==> config.mk <==
export PLATFORM = sky130hd
export DESIGN_NAME = base64_codec_custom_alphabet
export DESIGN_NICKNAME = d
export VERILOG_FILES = /design/src/b64cc_pkg.sv /design/src/b64cc_front.sv /design/src/b64cc_fifo.sv /design/src/b64cc_back.sv /design/src/base64_codec_custom_alphabet.sv
export VERILOG_INCLUDE_DIRS = /design/src /design/src/src
export SDC_FILE = /design/constraint.sdc
export NUM_CORES = 1
export LEC_CHECK = 0
export ABC_CLOCK_PERIOD_IN_PS = 7100
export BUFFER_PORTS_ARGS = -buffer_cell sky130_fd_sc_hd__buf_2
export CAP_MARGIN = 20
export CORE_UTILIZATION = 60
export DETAILED_ROUTE_END_ITERATION = 8
export GPL_ROUTABILITY_DRIVEN = 0
export GPL_TIMING_DRIVEN = 0
export PLACE_DENSITY = 0.82
export SLEW_MARGIN = 25
export SYNTH_ARGS = -nofsm -noshare
export SYNTH_HDL_FRONTEND = slang
export SYNTH_SLANG_ARGS = --single-unit
==> constraint.sdc <==
create_clock -name i_clk -period 7.1 [get_ports i_clk]
set_clock_uncertainty 0.15 [all_clocks]
set_input_delay 1.42 -clock i_clk [delete_from_list [all_inputs] [get_ports i_clk]]
set_output_delay 1.42 -clock i_clk [all_outputs]
set_load 0.01 [all_outputs]
==> src/base64_codec_custom_alphabet_macros.svh <==
// Assertion macros shared by the base64 codec RTL.
// Each macro expects a clock named i_clk and an active-low reset named i_rst_n in scope.
`ifndef BASE64_CODEC_CUSTOM_ALPHABET_MACROS_SVH
`define BASE64_CODEC_CUSTOM_ALPHABET_MACROS_SVH

// Same-cycle implication checked on every rising edge outside reset.
`define B64CC_ASSERT_NOW(label, ante, cons) \
    label: assert property (@(posedge i_clk) disable iff (!i_rst_n) (ante) |-> (cons)) \
        else $error("b64cc assertion failed");

// Next-cycle implication checked on every rising edge outside reset.
`define B64CC_ASSERT_NEXT(label, ante, cons) \
    label: assert property (@(posedge i_clk) disable iff (!i_rst_n) (ante) |=> (cons)) \
        else $error("b64cc assertion failed");

`endif

==> src/b64cc_pkg.sv <==
// Shared types, constants and alphabet functions of the base64 codec.
// Used by every module of the codec; depends on nothing else.
package b64cc_pkg;

    // Fixed field widths.
    localparam int ByteW   = 8;
    localparam int CountW  = 13;
    localparam int SymW    = 6;
    localparam int TdataOW = 40;

    // Default stream length bound and reset value of the output limit.
    localparam int          MaxLenDefault = 4096;
    localparam logic [12:0] LimitReset    = 13'd4096;

    // Job queue between the front and back parts.
    localparam int FifoDepth = 4;
    localparam int FifoAw    = $clog2(FifoDepth);

    // Configuration register indexes.
    typedef enum logic [0:0] {
        CFG_MODE  = 1'b0,
        CFG_LIMIT = 1'b1
    } t_cfg_idx;

    // Mode codes.
    localparam logic MODE_ENC = 1'b0;
    localparam logic MODE_DEC = 1'b1;

    // One result item as it leaves the block.
    typedef struct packed {
        logic [ByteW-1:0]  value;
        logic [CountW-1:0] total;
        logic [CountW-1:0] used;
    } t_res;

    // One queued job: the one or two result items caused by an input item.
    typedef struct packed {
        logic two;
        logic has_data;
        logic last;
        t_res r0;
        t_res r1;
    } t_job;

    // Alphabet ROM: six-bit value to character code.
    function automatic logic [ByteW-1:0] char_of(input logic [SymW-1:0] v);
        logic [ByteW-1:0] w;
        w = {2'b00, v};
        if (v < 6'd26) begin
            char_of = 8'h61 + w;
        end else if (v < 6'd52) begin
            char_of = 8'h41 + w - 8'd26;
        end else if (v == 6'd52) begin
            char_of = 8'h2d;
        end else if (v < 6'd63) begin
            char_of = 8'h30 + w - 8'd53;
        end else begin
            char_of = 8'h2b;
        end
    endfunction

    // Reverse lookup: character code to six-bit value, zero outside the alphabet.
    function automatic logic [SymW-1:0] value_of(input logic [ByteW-1:0] c);
        logic [ByteW-1:0] w;
        w = 8'd0;
        if (c >= 8'h61 && c <= 8'h7a) begin
            w = c - 8'h61;
        end else if (c >= 8'h41 && c <= 8'h5a) begin
            w = c - 8'h41 + 8'd26;
        end else if (c == 8'h2d) begin
            w = 8'd52;
        end else if (c >= 8'h30 && c <= 8'h39) begin
            w = c - 8'h30 + 8'd53;
        end else if (c == 8'h2b) begin
            w = 8'd63;
        end
        value_of = w[SymW-1:0];
    endfunction

endpackage

==> src/b64cc_front.sv <==
// Front part of the base64 codec: configuration registers, stream state and
// classification of each input item into a job. Depends on b64cc_pkg.
module b64cc_front #(
    parameter int MAX_LEN = b64cc_pkg::MaxLenDefault
) (
    input  logic                        i_clk,
    input  logic                        i_rst_n,
    input  logic                        i_cfg_valid,
    input  b64cc_pkg::t_cfg_idx         i_cfg_index,
    input  logic [b64cc_pkg::CountW-1:0] i_cfg_data,
    input  logic                        i_s_tvalid,
    output logic                        o_s_tready,
    input  logic [b64cc_pkg::ByteW-1:0] i_s_tdata,
    input  logic                        i_s_tlast,
    output logic                        o_push,
    output b64cc_pkg::t_job             o_job,
    input  logic                        i_full
);
    import b64cc_pkg::*;

    localparam logic [15:0] MaxLenW = 16'(MAX_LEN);

    logic              r_mode;
    logic [CountW-1:0] r_limit;
    logic [1:0]        r_phase, n_phase;
    logic [SymW-1:0]   r_held, n_held;
    logic [CountW-1:0] r_prod, n_prod;
    logic [CountW-1:0] r_used, n_used;
    logic              r_halt, n_halt;

    logic              fire;
    logic [CountW-1:0] lim;
    logic              room0, room1;
    logic [SymW-1:0]   dec_v;
    logic [1:0]        nres;
    logic [ByteW-1:0]  val0, val1;
    logic [CountW-1:0] used0, used1;
    logic [ByteW-1:0]  b;

    assign b          = i_s_tdata;
    assign o_s_tready = !i_full;
    assign fire       = i_s_tvalid && !i_full;
    assign dec_v      = value_of(b);

    // Effective limit, clipped to the stream length bound.
    assign lim   = ({3'b000, r_limit} > MaxLenW) ? MaxLenW[CountW-1:0] : r_limit;
    assign room0 = {1'b0, r_prod} < {1'b0, lim};
    assign room1 = ({1'b0, r_prod} + 14'd1) < {1'b0, lim};

    // Configuration writes.
    always_ff @(posedge i_clk) begin
        if (!i_rst_n) begin
            r_mode  <= MODE_ENC;
            r_limit <= LimitReset;
        end else if (i_cfg_valid) begin
            unique case (i_cfg_index)
                CFG_MODE:  r_mode  <= i_cfg_data[0];
                CFG_LIMIT: r_limit <= i_cfg_data;
            endcase
        end
    end

    // Per-item encode or decode step.
    always_comb begin
        n_phase = r_phase;
        n_held  = r_held;
        n_used  = r_used;
        n_halt  = r_halt;
        nres    = 2'd0;
        val0    = '0;
        val1    = '0;
        used0   = r_used;
        used1   = r_used;
        if (!r_halt) begin
            if (r_mode == MODE_DEC) begin
                if (b == 8'd0) begin
                    n_halt = 1'b1;
                end else if (r_phase == 2'd0) begin
                    n_held  = dec_v;
                    n_phase = 2'd1;
                end else if (!room0) begin
                    n_halt = 1'b1;
                end else begin
                    unique case (r_phase)
                        2'd1:    val0 = {r_held, dec_v[5:4]};
                        2'd2:    val0 = {r_held[3:0], dec_v[5:2]};
                        default: val0 = {r_held[1:0], dec_v};
                    endcase
                    n_held  = dec_v;
                    n_phase = r_phase + 2'd1;
                    nres    = 2'd1;
                end
            end else begin
                priority if (r_phase == 2'd1) begin
                    if (!room0) begin
                        n_halt = 1'b1;
                    end else begin
                        val0    = char_of({r_held[1:0], b[7:4]});
                        used0   = r_used + 13'd1;
                        n_used  = r_used + 13'd1;
                        n_held  = {2'b00, b[3:0]};
                        n_phase = 2'd2;
                        nres    = 2'd1;
                        if (!room1) begin
                            n_halt = 1'b1;
                        end else if (i_s_tlast) begin
                            val1   = char_of({b[3:0], 2'b00});
                            used1  = r_used + 13'd2;
                            n_used = r_used + 13'd2;
                            nres   = 2'd2;
                        end
                    end
                end else if (r_phase == 2'd2) begin
                    if (!room0) begin
                        n_halt = 1'b1;
                    end else begin
                        val0    = char_of({r_held[3:0], b[7:6]});
                        used0   = r_used + 13'd1;
                        n_used  = r_used + 13'd1;
                        n_held  = '0;
                        n_phase = 2'd0;
                        nres    = 2'd1;
                        if (!room1) begin
                            n_halt = 1'b1;
                        end else begin
                            val1   = char_of(b[5:0]);
                            used1  = r_used + 13'd2;
                            n_used = r_used + 13'd2;
                            nres   = 2'd2;
                        end
                    end
                end else begin
                    // Group start; a phase left over from decoding acts as a start too.
                    if (!room1) begin
                        n_halt = 1'b1;
                    end else begin
                        val0    = char_of(b[7:2]);
                        n_held  = {4'b0000, b[1:0]};
                        n_phase = 2'd1;
                        nres    = 2'd1;
                        if (i_s_tlast) begin
                            val1   = char_of({b[1:0], 4'b0000});
                            used1  = r_used + 13'd1;
                            n_used = r_used + 13'd1;
                            nres   = 2'd2;
                        end
                    end
                end
            end
        end
        n_prod = r_prod + {11'd0, nres};
    end

    // Job built from the step; a status-only job carries the running totals.
    always_comb begin
        o_job.two      = (nres == 2'd2);
        o_job.has_data = (nres != 2'd0);
        o_job.last     = i_s_tlast;
        o_job.r0.value = val0;
        o_job.r0.total = r_prod + {12'd0, (nres != 2'd0)};
        o_job.r0.used  = (r_mode == MODE_DEC) ? '0 : used0;
        o_job.r1.value = val1;
        o_job.r1.total = r_prod + 13'd2;
        o_job.r1.used  = (r_mode == MODE_DEC) ? '0 : used1;
    end

    assign o_push = fire && ((nres != 2'd0) || i_s_tlast);

    // Stream state, cleared after the last item of each stream.
    always_ff @(posedge i_clk) begin
        if (!i_rst_n) begin
            r_phase <= '0;
            r_held  <= '0;
            r_prod  <= '0;
            r_used  <= '0;
            r_halt  <= 1'b0;
        end else if (fire) begin
            if (i_s_tlast) begin
                r_phase <= '0;
                r_held  <= '0;
                r_prod  <= '0;
                r_used  <= '0;
                r_halt  <= 1'b0;
            end else begin
                r_phase <= n_phase;
                r_held  <= n_held;
                r_prod  <= n_prod;
                r_used  <= n_used;
                r_halt  <= n_halt;
            end
        end
    end

endmodule

==> src/b64cc_fifo.sv <==
// Short job queue between the front and back parts of the base64 codec.
// Show-ahead register queue; depends on b64cc_pkg.
module b64cc_fifo (
    input  logic            i_clk,
    input  logic            i_rst_n,
    input  logic            i_push,
    input  b64cc_pkg::t_job i_job,
    output logic            o_full,
    input  logic            i_pop,
    output b64cc_pkg::t_job o_job,
    output logic            o_empty
);
    import b64cc_pkg::*;

    t_job              r_mem [FifoDepth];
    logic [FifoAw-1:0] r_wr_ptr;
    logic [FifoAw-1:0] r_rd_ptr;
    logic [FifoAw:0]   r_count;

    assign o_full  = (r_count == (FifoAw+1)'(FifoDepth));
    assign o_empty = (r_count == '0);
    assign o_job   = r_mem[r_rd_ptr];

    // Entry storage.
    always_ff @(posedge i_clk) begin
        if (i_push) begin
            r_mem[r_wr_ptr] <= i_job;
        end
    end

    // Pointers and fill count.
    always_ff @(posedge i_clk) begin
        if (!i_rst_n) begin
            r_wr_ptr <= '0;
            r_rd_ptr <= '0;
            r_count  <= '0;
        end else begin
            if (i_push) begin
                r_wr_ptr <= r_wr_ptr + 1'b1;
            end
            if (i_pop) begin
                r_rd_ptr <= r_rd_ptr + 1'b1;
            end
            if (i_push && !i_pop) begin
                r_count <= r_count + 1'b1;
            end else if (i_pop && !i_push) begin
                r_count <= r_count - 1'b1;
            end
        end
    end

endmodule

==> src/b64cc_back.sv <==
// Back part of the base64 codec (depends on b64cc_pkg): takes jobs from the queue
// and sends results out of an output register, one per cycle while tready is high.
module b64cc_back (
    input  logic                          i_clk,
    input  logic                          i_rst_n,
    input  b64cc_pkg::t_job               i_job,
    input  logic                          i_empty,
    output logic                          o_pop,
    output logic                          o_m_tvalid,
    input  logic                          i_m_tready,
    output logic [b64cc_pkg::TdataOW-1:0] o_m_tdata,
    output logic                          o_m_tlast,
    output logic                          o_m_tuser
);
    import b64cc_pkg::*;

    t_job r_job;
    logic r_valid;
    logic r_sub;
    logic out_fire;
    logic finish;
    t_res res;

    assign out_fire = r_valid && i_m_tready;
    assign finish   = !r_job.two || r_sub;
    assign o_pop    = !i_empty && (!r_valid || (out_fire && finish));

    // Job payload register.
    always_ff @(posedge i_clk) begin
        if (o_pop) begin
            r_job <= i_job;
        end
    end

    // Output control: valid flag and which result of the job is shown.
    always_ff @(posedge i_clk) begin
        if (!i_rst_n) begin
            r_valid <= 1'b0;
            r_sub   <= 1'b0;
        end else if (o_pop) begin
            r_valid <= 1'b1;
            r_sub   <= 1'b0;
        end else if (out_fire) begin
            if (finish) begin
                r_valid <= 1'b0;
            end else begin
                r_sub <= 1'b1;
            end
        end
    end

    // Result selection and packing.
    assign res        = r_sub ? r_job.r1 : r_job.r0;
    assign o_m_tvalid = r_valid;
    assign o_m_tlast  = r_job.last && finish;
    assign o_m_tuser  = r_job.has_data;
    assign o_m_tdata  = {6'b000000, res.used, res.total, res.value};

endmodule

==> src/base64_codec_custom_alphabet.sv <==
// Base64 codec with a fixed custom alphabet, unpadded: top level.
// Depends on b64cc_pkg, b64cc_front, b64cc_fifo, b64cc_back and the macro header.
//
// Usage:
//   The configuration channel (i_cfg_*) writes register 0 (mode: 0 encode,
//   1 decode) or register 1 (output limit); it is always ready. Write it only
//   while no stream is in flight.
//   The slave channel takes one item per cycle while tready is high: a byte or
//   character in tdata, tlast on the final item of a stream.
//   The master channel returns results: tdata holds the value, the running
//   result count and the encoded byte count; tuser is set on data results and
//   clear on a status-only end result; tlast marks the end of a stream.
// Flow:
//   A result passes through the job queue and then the output register. Items
//   that give at most one result flow at one per cycle while the receiver is
//   ready; an item that gives two results holds the output register until both
//   are taken, while the queue goes on taking new items.
// Reset and stalls:
//   Reset clears the stream state and the queue, sets encode mode and a limit
//   of 4096. When the receiver stalls, up to four jobs queue before tready drops.
`include "base64_codec_custom_alphabet_macros.svh"

module base64_codec_custom_alphabet #(
    parameter int MAX_LEN = b64cc_pkg::MaxLenDefault
) (
    input  logic                           i_clk,
    input  logic                           i_rst_n,
    // Configuration write channel.
    input  logic                           i_cfg_valid,
    output logic                           o_cfg_ready,
    input  b64cc_pkg::t_cfg_idx            i_cfg_index,
    input  logic [b64cc_pkg::CountW-1:0]   i_cfg_data,
    // Input items.
    input  logic                           i_s_tvalid,
    output logic                           o_s_tready,
    input  logic [b64cc_pkg::ByteW-1:0]    i_s_tdata,   // [7:0] in_byte
    input  logic                           i_s_tlast,   // in_last
    // Result items.
    output logic                           o_m_tvalid,
    input  logic                           i_m_tready,
    output logic [b64cc_pkg::TdataOW-1:0]  o_m_tdata,   // [7:0] out_value,
                                                        // [20:8] total_out,
                                                        // [33:21] bytes_used, zero fill
    output logic                           o_m_tlast,   // out_end
    output logic                           o_m_tuser    // [0] has_data
);
    import b64cc_pkg::*;

    logic push, pop, full, empty;
    t_job push_job, pop_job;

    assign o_cfg_ready = 1'b1;

    // Front: configuration, stream state and job building.
    b64cc_front #(
        .MAX_LEN (MAX_LEN)
    ) u_front (
        .i_clk       (i_clk),
        .i_rst_n     (i_rst_n),
        .i_cfg_valid (i_cfg_valid),
        .i_cfg_index (i_cfg_index),
        .i_cfg_data  (i_cfg_data),
        .i_s_tvalid  (i_s_tvalid),
        .o_s_tready  (o_s_tready),
        .i_s_tdata   (i_s_tdata),
        .i_s_tlast   (i_s_tlast),
        .o_push      (push),
        .o_job       (push_job),
        .i_full      (full)
    );

    // Job queue.
    b64cc_fifo u_fifo (
        .i_clk   (i_clk),
        .i_rst_n (i_rst_n),
        .i_push  (push),
        .i_job   (push_job),
        .o_full  (full),
        .i_pop   (pop),
        .o_job   (pop_job),
        .o_empty (empty)
    );

    // Back: result delivery.
    b64cc_back u_back (
        .i_clk      (i_clk),
        .i_rst_n    (i_rst_n),
        .i_job      (pop_job),
        .i_empty    (empty),
        .o_pop      (pop),
        .o_m_tvalid (o_m_tvalid),
        .i_m_tready (i_m_tready),
        .o_m_tdata  (o_m_tdata),
        .o_m_tlast  (o_m_tlast),
        .o_m_tuser  (o_m_tuser)
    );

    // A status-only result always ends its stream and carries a zero value.
    `B64CC_ASSERT_NOW(a_status_ends, o_m_tvalid && !o_m_tuser, o_m_tlast && o_m_tdata[7:0] == 8'd0)
    // A data result always counts itself in the running total.
    `B64CC_ASSERT_NOW(a_data_counted, o_m_tvalid && o_m_tuser, o_m_tdata[20:8] != 13'd0)
    // The queue never takes a job while it is full.
    `B64CC_ASSERT_NOW(a_no_overflow, full, !push)
    // A job taken from the queue is shown at the output in the next cycle.
    `B64CC_ASSERT_NEXT(a_pop_shows, pop, o_m_tvalid)

endmodule

==> results by stage, run 1 <==
Run status:
- The run finished with clean final reports.

Finish:
- The area overhead of the layout relative to synthesis is 11.6%.
- The proportion of layout cells with a drive suffix above 1 is 0.171.
- The filler cells instantiated in the layout total 2,392.
- At the end of the flow, the number of nets in the layout was 1,987.
- After routing the design area is 24,100 µm².
- For this run, the number of standard cells in the final layout without fillers is 2,376.

Route:
- Dividing the detail-routed via count by the number of cells gives 6.88.
- The total DRC errors in the routed layout is 0.
- The iteration-0 DRC count of the detailed router is 2,507.
- The mean routed wirelength per cell is 25.1 µm.
- The total vias in the final route is 16,300.
- For this run, the detailed router's first-pass iteration total came to 9.
- The routed wire length is 59,700 µm.
- In this run the remaining antenna-violating nets after routing total 0.

Clock network:
- Once the clock tree was built, the setup fixing pass inserted 0 buffers.
- In this run, post-CTS repair resized a total of 0 instances.
- The maximum buffer depth of the clock tree is 3.
- Buffers inserted during clock tree synthesis total 40.
- After clock tree synthesis, the clock-pin slew on the worst setup and hold paths is 60 ps.
- At the later pin of the worst-skew pair, clock insertion delay measures 540 ps.
- The H-tree was split into 2 levels.
- The number of buffers added to fix hold violations after cts is 0.
- The clock sink total is 413.
- The CTS tree is done.
- The clock tree root buffer cell is clkbuf_16.

Critical path:
- The delay of the slowest cell on the worst path is 670 ps.
- The number of cells on the worst reg-to-reg path is 19.
- The startpoint type of the worst setup path is a register.
- The terminus of the critical flop-to-flop path is u_fifo.r_mem[2][55]$_DFFE_PP_.
- Setup slack on the worst reg-to-reg path comes out at 240 ps.
- The critical path goes through ha_1, and3_1, nand3_1, nor2_1, nand2_1, xnor2_1, ha_1, nand3_1, nor3_2, o21a_1, nor2_1, o2111ai_1, a21boi_0, or2_1, ha_1, ha_1, nand2_1, nor2_1, xor2_1.
- The start-to-end type of the worst setup path is reg2reg.
- The category of the worst setup path capture point is a register.
- By instance count, the cell type seen most on the critical path is ha_1.
- The maximum fanout along the worst path is 10.
- STA puts the critical path data arrival time at 7020 ps.
- The startpoint of the worst register-to-register path is u_front.r_prod[1]$_SDFFE_PN0P_.
- Among all stages on the critical path, the largest delay is contributed by dfxtp_1.
- The worst endpoint required time is 7260 ps.

Timing:
- The worst-case headroom to the max-slew limit is 0.228.
- Setup repair after global routing left no endpoint under its margin.
- The number of hold violations in the final report is 0.
- The highest clock rate is 0.146 GHz.
- At the pin with the least slew margin, the transition time is 1160 ps.
- Setup violations remaining at the end of the flow were counted as 0.
- The time the worst path needs with I/O delays and setup is 6860 ps.
- In the finished design, the share of the clock period the worst path needs comes to 0.966.
- The max-slew violation total from the final report was 0.
- The post-layout worst setup margin is 243 ps.

Floorplanning:
- The floorplan step defined a die boundary enclosing 36,700 µm².
- From bottom edge to top edge, the die measures 192 µm.
- The floorplan step set the die width to 192 µm.
- For this configuration, the core starts out at a cell density of 0.608.
- In this run the core area contains 69 standard-cell rows.
- The floorplan core area is 35,500 µm².
- The number of primary I/O pins is 73.

Global routing:
- The initial antenna violation count is 2.
- The number of global-route vias before repair was 15,800.
- The first global-routing pass estimated 90,200 µm of wire.
- For this run, the total global-route usage over all layers was measured as 0.327.
- Summed over all layers, the global routing overflow is 0.
- The pin count of the biggest net entering global routing is 46.

Flow run:
- The count of max-cap constraint violations is 0.

Pwr:
- Across the VDD grid, the largest voltage drop is 279 µV.
- The leakage power total is 8.27 nW.
- For this design the ratio of total power to cell area is 311 nW/µm².

Placed design:
- After detailed placement, the design holds a cell count of 2,304.
- During placement, the flow inserted port buffers numbering 65.
- The post-place setup slack is 602 ps.
- The HPWL reported at the end of detailed placement is 38,900 µm.
- The placed standard-cell area is 22,700 µm².

Logic synthesis:
- The synthesized design contains 413 register bits.
- By area the synthesized netlist is led by edfxtp_1, mux4_2, dfxtp_1, ha_1, nand2_1.
- The count of unique library cells instantiated by Yosys is 104.
- The synthesized instance count is 1,765.
- The largest area contributor in the synthesized netlist is edfxtp_1.
- The sequential share of the synthesized area is 0.548.
- Yosys printed 0 warnings.
- After synthesis, the mean cell area works out to 12.2 µm².
- The async set-or-reset flop fraction in the synthesized netlist is 0.
- Counting flops with a built-in enable in the synthesized netlist gives 355.
- The area of the mapped netlist is 21,600 µm².
- The fraction of post-synthesis cell area in the top cell type by area is 0.494.
- The most used flip-flop cell after synthesis is edfxtp_1.

Min path:
- The launch instance of the worst min-delay path is u_front.r_limit[4]$_SDFFE_PN0P_.
- The end of the worst hold path is u_front.r_limit[4]$_SDFFE_PN0P_.
- The number of instances on the worst hold path is 2.
- In this run the worst hold path is classified as reg2reg.
## state kept, by name (all words and copies together), names as in the netlist
name / flops
u_back.o_m_tuser: 1
u_front.r_used: 13
u_back.r_job: 70
u_front.r_phase: 2
u_front.r_halt: 1
u_front.r_prod: 13
u_fifo.r_wr_ptr: 2
u_fifo.r_count: 3
u_back.r_sub: 1
u_front.r_held: 6
u_front.r_limit: 13
u_back.o_m_tvalid: 1
u_fifo.r_mem: 284
u_front.r_mode: 1
u_fifo.r_rd_ptr: 2
## report_power, final
| group | switching (mW) | total, mW | leakage, nW | internal, mW |
|---|---|---|---|---|
| Combinational | 1.16 | 1.96 | 3.80 | 0.798 |
| Sequential | 0.148 | 3.38 | 3.83 | 3.23 |
| Clock | 0.907 | 2.16 | 0.640 | 1.25 |
## cells in the final DEF (no fill, tap or decap), drive strengths merged, types with 35 or more instances in the layout
cell type	Yosys	final
a21oi	112	112
o21ai	74	74
mux4	71	71
buf	53	121
clkbuf	79	139
nand3	71	71
mux2	38	38
xnor2	58	58
xor2	35	35
nand2	172	172
nor2	98	98
ha	72	72
dfxtp	58	58
edfxtp	355	355
nor3	43	43
## routing by layer
layer,GRT usage,wire length (µm),vias to the layer above,part of all wire
li1,-,-,6994,-
met1,0.438,22300,7738,0.37
met2,0.512,26900,1318,0.45
met3,0.0764,7680,294,0.13
met4,0.139,2800,2,0.047
met5,0,16,-,0.00027
## metrics by stage
stage	hold slack, ps	power [mW]	utilization	setup TNS, ps
finish	316	7.49	0.679	0
CTS	318	7.47	0.678	0
detailed placement	304	5.30	0.641	0
global route	351	7.71	0.679	0
floorplan	287	4.59	-	0
global placement	301	5.14	0.634	-165810
## final cells by class
type,instances,area (µm²),area share
antenna,1,2.50,0.000104
buffer,132,607,0.0252
clock buffer,55,1120,0.0464
clock inverter,16,200,0.00831
inverter,34,128,0.00530
multi-input combinational,1191,9090,0.377
sequential,413,11800,0.491
tap,461,577,0.0239
timing repair buffer,73,546,0.0226
## worst max-delay path by stage
stage	to	start	cells after the start	slack, ps
after floorplan	u_fifo.r_count[2]$_SDFFE_PN0P_	i_m_tready	9	520
after detailed placement	u_fifo.r_mem[0][53]$_DFFE_PP_	u_front.r_prod[1]$_SDFFE_PN0P_	18	600
after global routing	u_fifo.r_mem[2][55]$_DFFE_PP_	u_front.r_prod[1]$_SDFFE_PN0P_	19	80
after global placement	u_fifo.r_count[2]$_SDFFE_PN0P_	i_m_tready	10	-1320
after CTS	u_fifo.r_mem[0][53]$_DFFE_PP_	u_front.r_prod[1]$_SDFFE_PN0P_	18	390
final	u_fifo.r_mem[2][55]$_DFFE_PP_	u_front.r_prod[1]$_SDFFE_PN0P_	19	240
## cells by family after synthesis
group	count (synthesis)	share of synthesized area
AO/OA/AOI/OAI	402	0.128
XOR/XNOR	93	0.0377
adder cells (fa/ha/maj)	74	0.0436
buffers and inverters	166	0.0337
flip-flops	413	0.548
multiplexers	115	0.0967
other	2	0.000348
AND/OR/NAND/NOR	500	0.112
## cells in the mapped netlist (7+ instances only)
library cell	instances
a211oi_1	22
a21boi_0	16
o22ai_1	9
a22oi_1	7
mux4_2	71
xnor2_1	58
nand3_1	68
nor2b_1	12
o21ai_0	65
nand4_1	20
a21o_1	11
a221oi_1	8
edfxtp_1	355
nand2b_1	9
buf_2	14
mux2_2	38
o21a_1	9
nor2_1	98
a311oi_1	7
inv_1	27
ha_1	72
xor2_1	35
buf_4	17
a21oi_1	110
a31oi_1	18
nor3_1	42
buf_1	19
and3_1	15
o41ai_1	9
dfxtp_1	58
or3_1	11
o31ai_1	21
o21ai_1	7
nor4_1	8
nand2_1	170
clkbuf_1	78
and2_1	16
o211ai_1	9
## critical path, delay by kind of cell, from the launching register on
family | cells | cell delay [ps]
adder cells (fa/ha/maj) | 4 | 1600
XOR/XNOR | 2 | 500
AND/OR/NAND/NOR | 10 | 2460
AO/OA/AOI/OAI | 3 | 1220
flip-flops | 1 | 670
Note: power is estimated with default switching activity, not from simulation.
==> inputs of run 2 (changes only) <==
--- a/config.mk
+++ b/config.mk
@@ -10,6 +10,7 @@
 export BUFFER_PORTS_ARGS = -buffer_cell sky130_fd_sc_hd__buf_2
 export CAP_MARGIN = 20
 export CORE_UTILIZATION = 60
+export CTS_BUF_LIST = sky130_fd_sc_hd__clkbuf_16
 export DETAILED_ROUTE_END_ITERATION = 8
 export GPL_ROUTABILITY_DRIVEN = 0
 export GPL_TIMING_DRIVEN = 0
==> constraint.sdc (replaced) <==
create_clock -name i_clk -period 7.1 [get_ports i_clk]
set_clock_uncertainty 0.15 [all_clocks]
set_input_delay 1.42 -clock i_clk [delete_from_list [all_inputs] [get_ports i_clk]]
set_output_delay 1.42 -clock i_clk [all_outputs]
set_load 0.005 [all_outputs]
==> run 2 against run 1 <==
Against the previous run: register-to-register slack better by 30 ps; setup slack better by 26 ps; count of clock-buffer cells in the layout down 15; routed wire length down 1.1%; combinational power down 3%.
==> results by stage, run 2 (same netlist as run 1, synthesis figures left out) <==
Run status:
- The flow ran to the end, and the final reports show no timing, DRC or antenna violations.

Critical path:
- Tracing the worst setup path back leads to its startpoint at u_front.r_prod[1]$_SDFFE_PN0P_.
- Among all stages on the critical path, the largest delay is contributed by dfxtp_1.
- For this run, the slowest stage of the critical path takes 650 ps.
- The startpoint type of the worst setup path is a register.
- The worst endpoint required time is 7250 ps.
- The cell repeated most along the worst path is ha_1.
- The category of the worst setup path capture point is a register.
- The internal reg-to-reg setup slack is 270 ps.
- Traced cell by cell, the critical path runs through ha_1, and3_1, nand3_1, nor2_1, nand2_1, xnor2_1, ha_1, nand3_1, nor3_2, o21a_1, nor2_1, o2111ai_1, a21boi_0, or2_1, ha_1, ha_1, nand2_1, nor2_1, xor2_1.
- The endpoint identified for the worst register-to-register timing path is u_fifo.r_mem[1][55]$_DFFE_PP_.
- Of all nets on the critical path, the largest fanout is 10.
- The start-to-end type of the worst setup path is reg2reg.
- The startpoint of the worst register-to-register path is u_front.r_prod[1]$_SDFFE_PN0P_.
- The most critical setup path has its endpoint at u_fifo.r_mem[1][55]$_DFFE_PP_.
- The data arrival time of the critical path is 6980 ps.
- The logic depth of the worst register-to-register path is 19.

Timing:
- Setup repair after global routing left no endpoint under its margin.
- The max-slew violation total from the final report is 0.
- The final clock period utilization by the worst path is 0.962.
- The transition time at the pin with the least slew margin is 1140 ps.
- The worst-case headroom to the max-slew limit is 0.227.
- The number of hold violations in the final report was 0.
- The routed design could run at a clock period as short as 6830 ps.
- Setup total negative slack on the finished layout was measured at 0 ps.
- Setup violations remaining at the end of the flow were counted as 0.
- The highest clock rate is 0.146 GHz.

Route:
- After detailed routing, the average wire length per cell comes to 24.8 µm.
- The routed layout has 16,300 vias.
- The routed wire length is 59,000 µm.
- The via-per-instance ratio is 6.87.
- In this run, the number of DRC markers left after iteration 0 of detailed routing was 2,424.
- Once detail routing completed, the nets flagged for antenna violations numbered 0.
- The total iterations of the first detailed-routing run is 8.
- After detailed routing, the number of remaining DRC violations is 0.

Pwr:
- The leakage power total is 8.26 nW.
- VDD sags by at most 293 µV.
- Total power for the finished layout comes to 7.35 mW.
- Power spread over the standard cell area amounts to 306 nW/µm².

Clock network:
- In this run, post-CTS hold repair placed 0 buffers.
- The maximum buffer depth of the clock tree is 3.
- For the worst-skew pair, the clock arrives at the later sink with an insertion delay of 540 ps.
- In this run the post-CTS setup repair buffer count came out at 0.
- The clock sink total is 413.
- The number of buffers added by the clock tree synthesis step is 40.
- The post-CTS clock slew at the launch and capture registers of the worst setup and hold paths is 60 ps.
- The post-cts resize count is 0.
- The clock tree root buffer cell is clkbuf_16.
- TritonCTS built the clock tree.
- The number of H-tree levels is 2.

Floorplanning:
- The starting density of the core is 0.608.
- The number of primary I/O pins is 73.
- The die is 192 µm tall.
- The floorplan core area is 35,500 µm².
- The horizontal die dimension is 192 µm.
- The number of placement rows is 69.
- The floorplan step defined a die boundary enclosing 36,700 µm².

Global routing:
- The total track usage is 0.326.
- The total overflow left after global routing is 0.
- The initial antenna violation count came to 1.
- The first global-routing pass estimated 89,900 µm of wire.
- The pin count of the biggest net entering global routing is 46.
- The number of global-route vias before repair was 15,900.

Min path:
- The min-delay analysis places its worst path in the category reg2reg.

Finish:
- The register with the most flip-flops in the layout has 284 of them.
- The commonest non-fill, non-tap cell in the layout is edfxtp_1.
- The area of the multi-input gates is 9080 µm².
- The number of nets in the final layout is 1,988.
- The finished cells cover 24,000 µm².
- Of the cells placed in the final design, the portion with a size suffix greater than 1 is 0.168.
- Compared with the post-synthesis result, the final layout area differs by 11.4%.
- After filler insertion, the fill cell instance count of the layout stands at 2,404.
- Counting flops per register, the top entry is u_fifo.r_mem.
- In the layout the commonest cells are edfxtp_1, nand2_1, a21oi_1.
- In the final layout, the registers with the most flip-flops are u_fifo.r_mem: 284 flops, u_back.r_job: 70 flops.
- The sequential cell area in the final layout is 11,800 µm².

Flow run:
- The count of max-cap constraint violations is 0.

Placed design:
- The number of port buffers is 65.
- The placed standard-cell area is 22,700 µm².
- The HPWL reported at the end of detailed placement is 38,900 µm.
run 2: cell types whose count changed in the layout (fill, tap and decap cells not counted), sizes merged:
cell | previous run | this run
clkinv | 14 | 20
inv | 30 | 39
buf | 121 | 123
clkbuf | 139 | 123
run 2: area by class of cell:
cell class | count | share of cell area
Sequential cell | 413 | 0.492
Multi-Input combinational cell | 1191 | 0.378
Clock buffer | 40 | 0.0417
Buffer | 132 | 0.0252
Tap cell | 461 | 0.0240
Timing Repair Buffer | 74 | 0.0232
Clock inverter | 31 | 0.0107
Inverter | 34 | 0.00531
Antenna cell | 1 | 0.000104
run 2: metal layers:
metal / track usage / routed length [µm] / share of wire / vias to the layer above
met5: 0 / 0 / 0 / -
met4: 0.139 / 2770 / 0.047 / 0
met3: 0.0738 / 7150 / 0.12 / 282
met2: 0.508 / 26700 / 0.45 / 1275
met1: 0.440 / 22400 / 0.38 / 7782
li1: - / - / - / 6994
run 2: power by group:
| part | switching (mW) | internal, mW | total (mW) |
|---|---|---|---|
| combinational | 1.11 | 0.797 | 1.91 |
| sequential | 0.144 | 3.23 | 3.37 |
| clock | 0.897 | 1.17 | 2.07 |
| total | 2.15 | 5.20 | 7.35 |
run 2: critical path, delay by kind of cell (launching register included):
kind                     cells  cell delay, ps
AO/OA/AOI/OAI                3            1220
flip-flops                   1             650
adder cells (fa/ha/maj)      4            1600
XOR/XNOR                     2             520
AND/OR/NAND/NOR             10            2430
run 2: how the worst min path moves through the flow:
stage	cells past startpoint	to	from	slack (ps)
after floorplan	2	u_front.r_held[4]$_SDFFE_PN0P_	u_front.r_held[4]$_SDFFE_PN0P_	290
after global placement	2	u_front.r_held[4]$_SDFFE_PN0P_	u_front.r_held[4]$_SDFFE_PN0P_	300
after detailed placement	2	u_front.r_held[4]$_SDFFE_PN0P_	u_front.r_held[4]$_SDFFE_PN0P_	300
after CTS	2	u_front.r_held[4]$_SDFFE_PN0P_	u_front.r_held[4]$_SDFFE_PN0P_	320
after global routing	2	u_front.r_held[4]$_SDFFE_PN0P_	u_front.r_held[4]$_SDFFE_PN0P_	350
final	2	u_front.r_limit[9]$_SDFFE_PN0P_	u_front.r_limit[9]$_SDFFE_PN0P_	320
run 2: per-stage QoR:
step           instances   util  hold WS [ps]  setup WS, ps
5_1_grt             2377  0.677           351          89.6
2_1_floorplan       1770      -           287           519
3_3_place_gp        2296  0.634           301         -1320
4_1_cts             2375  0.676           318           459
3_5_place_dp        2304  0.641           304           602
6_report            2377  0.677           316           269
